`config.mk`:
```
export PLATFORM = sky130hd
export DESIGN_NAME = image_diff_posterize_sharpen
export DESIGN_NICKNAME = d
export VERILOG_FILES = /design/src/rtl/idps_pkg.sv /design/src/rtl/image_diff_posterize_sharpen.sv
export SDC_FILE = /design/constraint.sdc
export NUM_CORES = 1
export LEC_CHECK = 0
export ABC_AREA = 1
export ABC_CLOCK_PERIOD_IN_PS = 9300
export BUFFER_PORTS_ARGS = -buffer_cell sky130_fd_sc_hd__buf_2
export CELL_PAD_IN_SITES_DETAIL_PLACEMENT = 1
export CELL_PAD_IN_SITES_GLOBAL_PLACEMENT = 1
export CORE_ASPECT_RATIO = 1.2
export CORE_MARGIN = 1.5
export CORE_UTILIZATION = 40
export DETAILED_ROUTE_END_ITERATION = 8
export GPL_TIMING_DRIVEN = 1
export MAX_ROUTING_LAYER = met4
export PLACE_DENSITY = 0.65
export SLEW_MARGIN = 20
export SYNTH_ARGS = -nofsm -noshare
export SYNTH_HDL_FRONTEND = slang
export SYNTH_SLANG_ARGS = --single-unit
```
`constraint.sdc`:
```
create_clock -name clock -period 9.3 [get_ports clock]
set_input_delay 1.395 -clock clock [delete_from_list [all_inputs] [get_ports clock]]
set_output_delay 1.395 -clock clock [all_outputs]
set_load 0.03 [all_outputs]
```
`src/rtl/idps_pkg.sv`:
```
// ----------------------------------------------------------------------------
// idps_pkg
// Shared constants, types and helpers for the difference, posterize and
// sharpen stream filter.
// ----------------------------------------------------------------------------
package idps_pkg;

   localparam int IMG_WIDTH    = 256;
   localparam int IMG_HEIGHT   = 256;
   localparam int FRAME_PIXELS = IMG_WIDTH * IMG_HEIGHT;
   localparam int FRAME_ITEMS  = FRAME_PIXELS + IMG_WIDTH + 1;

   localparam int COL_W   = $clog2(IMG_WIDTH);
   localparam int ROW_W   = $clog2(IMG_HEIGHT);
   localparam int COUNT_W = $clog2(FRAME_ITEMS);

   localparam logic [7:0] LOW_THR_RESET  = 8'd32;
   localparam logic [7:0] HIGH_THR_RESET = 8'd96;

   typedef enum logic [1:0] {
      CODE_ZERO = 2'd0,
      CODE_MID  = 2'd1,
      CODE_FULL = 2'd2
   } level_code_type;

   typedef enum logic {
      CSR_LOW_THR  = 1'b0,
      CSR_HIGH_THR = 1'b1
   } csr_index_type;

   typedef struct packed {
      logic [1:0]       code;
      logic [COL_W-1:0] col;
      logic             has_out;
      logic             border;
      logic             last;
   } stage_item_type;

   function automatic logic [7:0] code_value(input logic [1:0] code);
      logic [7:0] val;
      case (code)
         CODE_ZERO: val = 8'd0;
         CODE_MID:  val = 8'd128;
         default:   val = 8'd255;
      endcase
      return val;
   endfunction

endpackage

```
`src/rtl/image_diff_posterize_sharpen.sv`:
```
// ----------------------------------------------------------------------------
// image_diff_posterize_sharpen
// Posterizes the absolute difference of two raster images and applies a
// 3x3 Laplacian sharpen with clamping, one pixel pair per transaction.
// ----------------------------------------------------------------------------
//  Channel  Direction  Handshake              Payload
//  req_     in         req_tvalid/req_tready  tdata pixel_a, pixel_b; tuser flush
//  rsp_     out        rsp_tvalid/rsp_tready  tdata out_pixel; tlast frame_last
//  csr_     in         csr_valid/csr_ready    csr_index, csr_data
//
// One transaction is taken per cycle while the input stage is free or moving on; its
// result, if any, is registered through the input stage and then the result register.
// The line stores are arrays read at accept and written when the item leaves
// the input stage, and are not cleared at reset. Reset clears the counters and
// the window and loads the thresholds with their reset values. A stalled result
// holds the input stage only when the item in it also produces a result.
module image_diff_posterize_sharpen
   import idps_pkg::*;
(
   input  logic        clock,
   input  logic        reset,
   input  logic        req_tvalid,
   output logic        req_tready,
   input  logic [15:0] req_tdata,   // [7:0] pixel_a, [15:8] pixel_b
   input  logic        req_tuser,   // [0] flush
   output logic        rsp_tvalid,
   input  logic        rsp_tready,
   output logic [7:0]  rsp_tdata,   // [7:0] out_pixel
   output logic        rsp_tlast,
   input  logic        csr_valid,
   output logic        csr_ready,
   input  logic        csr_index,
   input  logic [7:0]  csr_data
);

   logic [7:0]         low_thr_ff, high_thr_ff;
   logic [COUNT_W-1:0] count_ff, count_in;
   logic [COL_W-1:0]   col_ff, col_in;
   logic [COL_W-1:0]   out_col_ff, out_col_in;
   logic [ROW_W-1:0]   out_row_ff, out_row_in;

   logic               a_vld_ff, a_vld_in;
   stage_item_type     a_ff, a_in;
   logic [1:0]         a_old_ff, a_new_ff;

   logic [1:0]         win_col_ff [3];
   logic [1:0]         win_mid_ff;

   logic               o_vld_ff, o_vld_in;
   logic [7:0]         o_pixel_ff, o_pixel_in;
   logic               o_last_ff;

   logic [1:0]         older_mem [IMG_WIDTH];
   logic [1:0]         newer_mem [IMG_WIDTH];

   logic               req_go, a_go, out_free;
   logic [7:0]         pix_a, pix_b, diff;
   logic [11:0]        pos_sum, neg_sum, net;

   assign pix_a = req_tdata[7:0];
   assign pix_b = req_tdata[15:8];

   assign out_free   = !o_vld_ff || rsp_tready;
   assign a_go       = a_vld_ff && (!a_ff.has_out || out_free);
   assign req_tready = !a_vld_ff || a_go;
   assign req_go     = req_tvalid && req_tready;
   assign csr_ready  = 1'b1;

   always_ff @(posedge clock) begin
      if (reset) begin
         low_thr_ff  <= LOW_THR_RESET;
         high_thr_ff <= HIGH_THR_RESET;
      end else if (csr_valid) begin
         unique case (csr_index_type'(csr_index))
            CSR_LOW_THR:  low_thr_ff  <= csr_data;
            CSR_HIGH_THR: high_thr_ff <= csr_data;
         endcase
      end
   end

   always_comb begin
      diff = (pix_a >= pix_b) ? (pix_a - pix_b) : (pix_b - pix_a);
      a_in.code = CODE_ZERO;
      if (!req_tuser && (count_ff < COUNT_W'(FRAME_PIXELS))) begin
         if (diff < low_thr_ff) begin
            a_in.code = CODE_ZERO;
         end else if (diff < high_thr_ff) begin
            a_in.code = CODE_MID;
         end else begin
            a_in.code = CODE_FULL;
         end
      end
      a_in.col     = col_ff;
      a_in.has_out = count_ff >= COUNT_W'(IMG_WIDTH + 1);
      a_in.border  = (out_row_ff == '0) || (out_row_ff == ROW_W'(IMG_HEIGHT - 1)) ||
                     (out_col_ff == '0) || (out_col_ff == COL_W'(IMG_WIDTH - 1));
      a_in.last    = a_in.has_out && (out_row_ff == ROW_W'(IMG_HEIGHT - 1)) &&
                     (out_col_ff == COL_W'(IMG_WIDTH - 1));

      count_in   = count_ff;
      col_in     = col_ff;
      out_col_in = out_col_ff;
      out_row_in = out_row_ff;
      if (req_go) begin
         if (a_in.last) begin
            count_in   = '0;
            col_in     = '0;
            out_col_in = '0;
            out_row_in = '0;
         end else begin
            count_in = count_ff + 1'b1;
            col_in   = (col_ff == COL_W'(IMG_WIDTH - 1)) ? '0 : col_ff + 1'b1;
            if (a_in.has_out) begin
               if (out_col_ff == COL_W'(IMG_WIDTH - 1)) begin
                  out_col_in = '0;
                  out_row_in = out_row_ff + 1'b1;
               end else begin
                  out_col_in = out_col_ff + 1'b1;
               end
            end
         end
      end
   end

   always_comb begin
      a_vld_in = req_go ? 1'b1 : (a_go ? 1'b0 : a_vld_ff);
      o_vld_in = (a_go && a_ff.has_out) ? 1'b1 : (rsp_tready ? 1'b0 : o_vld_ff);
   end

   always_ff @(posedge clock) begin
      if (reset) begin
         count_ff   <= '0;
         col_ff     <= '0;
         out_col_ff <= '0;
         out_row_ff <= '0;
         a_vld_ff   <= 1'b0;
         o_vld_ff   <= 1'b0;
      end else begin
         count_ff   <= count_in;
         col_ff     <= col_in;
         out_col_ff <= out_col_in;
         out_row_ff <= out_row_in;
         a_vld_ff   <= a_vld_in;
         o_vld_ff   <= o_vld_in;
      end
   end

   // Line store read at accept, with a bypass for the write of the same column.
   always_ff @(posedge clock) begin
      if (req_go) begin
         a_ff <= a_in;
         if (a_go && (a_ff.col == col_ff)) begin
            a_old_ff <= a_new_ff;
            a_new_ff <= a_ff.code;
         end else begin
            a_old_ff <= older_mem[col_ff];
            a_new_ff <= newer_mem[col_ff];
         end
      end
   end

   always_ff @(posedge clock) begin
      if (a_go) begin
         older_mem[a_ff.col] <= a_new_ff;
         newer_mem[a_ff.col] <= a_ff.code;
      end
   end

   always_ff @(posedge clock) begin
      if (reset) begin
         win_col_ff[0] <= CODE_ZERO;
         win_col_ff[1] <= CODE_ZERO;
         win_col_ff[2] <= CODE_ZERO;
         win_mid_ff    <= CODE_ZERO;
      end else if (a_go) begin
         if (a_ff.has_out && a_ff.last) begin
            win_col_ff[0] <= CODE_ZERO;
            win_col_ff[1] <= CODE_ZERO;
            win_col_ff[2] <= CODE_ZERO;
            win_mid_ff    <= CODE_ZERO;
         end else begin
            win_col_ff[0] <= a_old_ff;
            win_col_ff[1] <= a_new_ff;
            win_col_ff[2] <= a_ff.code;
            win_mid_ff    <= win_col_ff[1];
         end
      end
   end

   always_comb begin
      pos_sum = {2'b00, code_value(win_col_ff[1]), 2'b00} +
                {4'b0000, code_value(win_col_ff[1])};
      neg_sum = {4'b0000, code_value(win_col_ff[0])} +
                {4'b0000, code_value(win_col_ff[2])} +
                {4'b0000, code_value(win_mid_ff)} +
                {4'b0000, code_value(a_new_ff)};
      net = pos_sum - neg_sum;
      if (a_ff.border || (pos_sum <= neg_sum)) begin
         o_pixel_in = 8'd0;
      end else if (net > 12'd255) begin
         o_pixel_in = 8'd255;
      end else begin
         o_pixel_in = net[7:0];
      end
   end

   always_ff @(posedge clock) begin
      if (a_go && a_ff.has_out) begin
         o_pixel_ff <= o_pixel_in;
         o_last_ff  <= a_ff.last;
      end
   end

   assign rsp_tvalid = o_vld_ff;
   assign rsp_tdata  = o_pixel_ff;
   assign rsp_tlast  = o_last_ff;

`ifndef SYNTHESIS
   a_last_is_border: assert property (@(posedge clock) disable iff (reset)
      rsp_tvalid && rsp_tlast |-> rsp_tdata == 8'd0)
      else $error("final pixel of a frame is not zero");

   a_count_range: assert property (@(posedge clock) disable iff (reset)
      count_ff < COUNT_W'(FRAME_ITEMS) && col_ff <= COL_W'(IMG_WIDTH - 1))
      else $error("item counter out of range");

   a_out_row_range: assert property (@(posedge clock) disable iff (reset)
      out_row_ff <= ROW_W'(IMG_HEIGHT - 1))
      else $error("result row counter out of range");

   a_result_on_consume: assert property (@(posedge clock) disable iff (reset)
      a_go && a_ff.has_out |=> rsp_tvalid)
      else $error("result lost after input stage was consumed");
`endif

endmodule
```
==> impl_metrics.py <==
metrics = {
    "status": {
        "outcome": "completed",
    },
    "cells_and_area": {
        "syn_to_final_growth_pct": 10.1,
        "final_nets": 4773,
        "diodes": 0,
        "drive_above_1_share_pct": 5.90,
    },
    "floorplanning": {
        "die_y_um": 387,
        "core_sq_um": 122000,
        "dieWidth_um": 323,
        "ioPinCount": 43,
        "die_area_sq_um": 125000,
        "std_cell_rows": 140,
        "start_util_pct": 40.3,
    },
    "placement": {
        "io_buffer_count": 41,
        "dp_hpwl_um": 81900,
        "gp_congestion": 0.841,
    },
    "clocking": {
        "h-tree-depth": 3,
        "cts_root_buf": "clkbuf_16",
        "cts.repair.resized": 0,
        "cts_max_path_buffers": 3,
        "postCtsSetupRepairBufs": 0,
        "ctsHoldBuffers": 0,
        "cts_buffers": 113,
        "clkTransAtPathRegs_ns": 0.06,
        "cts_tree": "done",
        "cts.sinks": 1115,
        "worstSkewPairLatency_ns": 0.71,
    },
    "timing": {
        "setup_viol_count_final": 0,
        "hold_viol_final": 0,
        "finalClockSkew_ns": 0.0235,
        "grt_setup_unrepaired": "no",
        "fmax_mhz": 199,
        "tightest_slew_ns": 1.14,
        "finalCritPeriodShare_pct": 54.2,
        "fin_setup_tns_ns": 0,
        "period_minus_slack_ns": 5.04,
        "hold_ws_ns": 0.462,
        "slew_headroom_pct": 23.4,
        "drv_slew": 0,
    },
    "logic_synthesis": {
        "ys_warn_count": 0,
        "synth_cells": 4752,
        "ys_ff_latch": 1115,
        "synth_simple_gate_area_share_pct": 23.0,
        "netlist_area_sq_um": 49000,
        "synth_nets": 4840,
        "synth_xor_area_share_pct": 0.658,
        "synthDistinctLibCells": 48,
        "synthAdderAreaFrac_pct": 1.58,
        "synth_top_family_by_area": "simple AND/OR/NAND/NOR gates",
        "syn_area_per_cell_sq_um": 10.3,
        "synthMuxAreaShare_pct": 0.0204,
        "ys_seq_area_share_pct": 67.0,
        "synth_compound_area_share_pct": 2.73,
    },
    "pwr": {
        "peakVddDrop_v": 0.000137,
        "p_per_area_nw_per_um2": 207,
        "power.leakage_nw": 20.0,
    },
    "routing": {
        "drc": 0,
        "dr_wl_met2_um": 71600,
        "wl_met3_um": 5480,
        "wl_um": 140000,
        "drt-met1-wl_um": 59000,
        "drtPass1Iterations": 5,
        "routed.top_layer": "met4",
        "drtIter0Drc": 2132,
        "avgViaCountPerCell": 5.24,
        "antenna_left": 0,
        "vias": 33600,
        "wl_per_cell_um": 21.9,
    },
    "global_routing": {
        "antenna_found_initial": 0,
        "grt_pass1_wl_um": 214000,
        "grt_max_degree": 187,
        "grt_usage_pct": 23.3,
        "grt_pass1_vias": 35500,
        "gr-total-overflow": 0,
    },
    "setup_path": {
        "crit_path_end_kind": "flop",
        "cp-start-kind": "flop",
        "crit_type": "flop to flop",
        "crit_path_max_fanout": 5,
        "worst-endpoint-arrival_ns": 5.51,
        "cp.required_ns": 9.77,
    },
    "hold_path": {
        "timing.hold.worst.class": "flop to flop",
    },
    "flow_run": {
        "maxCapViolCount": 0,
    },
}
==> cell usage in the layout, fill, tap and decap left out, types with 6 or more instances in the layout <==
master	synthesis	layout
inv_1	282	281
clkbuf_16	0	115
edfxtp_1	1054	1054
nand2_1	1417	1410
o21ai_1	35	35
buf_12	0	6
nor3_1	15	15
a21oi_1	65	65
clkbuf_1	113	24
buf_2	86	41
nand3_1	688	688
dfxtp_1	61	57
clkinv_2	0	24
buf_4	35	41
nor2_1	581	581
o211ai_1	10	10
nand2_2	2	9
nand4_1	10	10
bufinv_16	0	9
fa_1	8	8
xor2_1	21	21
clkinv_1	3	24
ha_1	49	49
o21ai_0	115	115
a211oi_1	8	8
xnor2_1	14	14
==> critical path, stage by stage (launching register included) <==
cell and delay (ns):
edfxtp_1 0.38, inv_1 0.09, fa_1 0.47, fa_1 0.56
inv_1 0.14, ha_1 0.22, inv_1 0.06, o21ai_0 0.34
inv_1 0.12, fa_1 0.46, inv_1 0.10, nand2_1 0.08
nand3_1 0.08, nand3_1 0.07, nand2_1 0.07, inv_1 0.04
ha_1 0.36, nand2_1 0.13, o21ai_0 0.10, a21oi_1 0.14
nand2_1 0.08, xor2_1 0.14, a21oi_1 0.30, nand3_1 0.11
nand2_1 0.11, inv_1 0.04
==> kinds of logic after synthesis <==
group / Yosys count
and+or+nand+nor: 2733
DFF: 1115
buffers and inverters: 558
AOI/OAI and AO/OA: 250
adders and majority gates: 57
xor gates and xnor gates: 36
other: 2
muxes: 1
==> path summary, 6_finish.rpt <==
| path | from | to | slack, ns | cells past startpoint |
|---|---|---|---|---|
| worst max-delay path | win_col_ff[0][5] | rsp_tdata[5] | 4.26 | 25 |
| worst min-delay path | high_thr_ff[2] | high_thr_ff[2] | 0.46 | 2 |
| worst max register to register | win_col_ff[0][5] | rsp_tdata[5] | 4.26 | 25 |
| worst min register to register | high_thr_ff[2] | high_thr_ff[2] | 0.46 | 2 |
==> area by class of cell <==
cell class / instances / area [sq um]
Fill cell: 13400 / 67600
Timing Repair Buffer: 88 / 633
Clock buffer: 144 / 3040
Clock inverter: 65 / 554
Tap cell: 1633 / 2040
Multi-Input combinational cell: 3079 / 13700
Sequential cell: 1115 / 32900
Inverter: 288 / 1100
==> synthesized netlist by cell type (all sizes together) <==
library cell / instances / share of area (%)
a211oi: 8 / 0.12
a21o: 1 / 0.015
a21oi: 65 / 0.66
a221o: 1 / 0.020
a31o: 1 / 0.018
a31oi: 4 / 0.051
and2: 1 / 0.013
and3: 2 / 0.026
buf: 157 / 1.9
clkbuf: 113 / 0.87
clkinv: 3 / 0.023
conb: 2 / 0.015
dfxtp: 61 / 2.5
edfxtp: 1054 / 65
fa: 8 / 0.33
ha: 49 / 1.3
inv: 285 / 2.2
mux2i: 1 / 0.020
nand2: 1419 / 11
nand3: 689 / 7.0
nand3b: 2 / 0.031
nand4: 10 / 0.13
nor2: 583 / 4.5
nor3: 19 / 0.26
nor3b: 1 / 0.015
nor4: 5 / 0.064
o211ai: 10 / 0.15
o21ai: 152 / 1.6
o21bai: 1 / 0.015
o221ai: 2 / 0.036
o22ai: 5 / 0.064
or2: 2 / 0.031
xnor2: 15 / 0.28
xor2: 21 / 0.38
==> routing by layer <==
metal  track usage [%]  vias to the layer above
met1              28.6                    16800
met3              2.27                      215
li1                  -                    15900
met4              7.73                        0
met5                 -                        -
met2              40.2                      680
==> per-stage QoR <==
step	area, sq um	std cells	power [W]	worst slack [ns]	utilization [%]
after floorplan	49000	4752	0.00651	1.81	-
after global placement	50400	6203	0.00683	4.39	41.4
after detailed placement	50400	6203	0.00685	4.26	41.4
after CTS	54000	6412	0.0113	4.23	44.4
after global routing	54000	6412	0.0116	3.84	44.4
final	54000	6412	0.0112	4.26	44.4
==> registers in the layout (all words and copies together) (netlist names), 6 cells and up <==
| signal | cells |
|---|---|
| a_ff | 13 |
| out_col_ff | 8 |
| high_thr_ff | 8 |
| older_mem | 512 |
| newer_mem | 512 |
| count_ff | 17 |
| win_col_ff | 6 |
| out_row_ff | 8 |
| col_ff | 8 |
| low_thr_ff | 8 |
| rsp_tdata | 6 |
==> power by group <==
part | switching (W) | leakage [nW] | internal (W)
combinational | 0.000806 | 8.19 | 0.000281
sequential | 0.0000248 | 10.0 | 0.00562
clock | 0.00192 | 1.76 | 0.00255
total | 0.00275 | 20.0 | 0.00845
(Power assumes the default switching activity.)
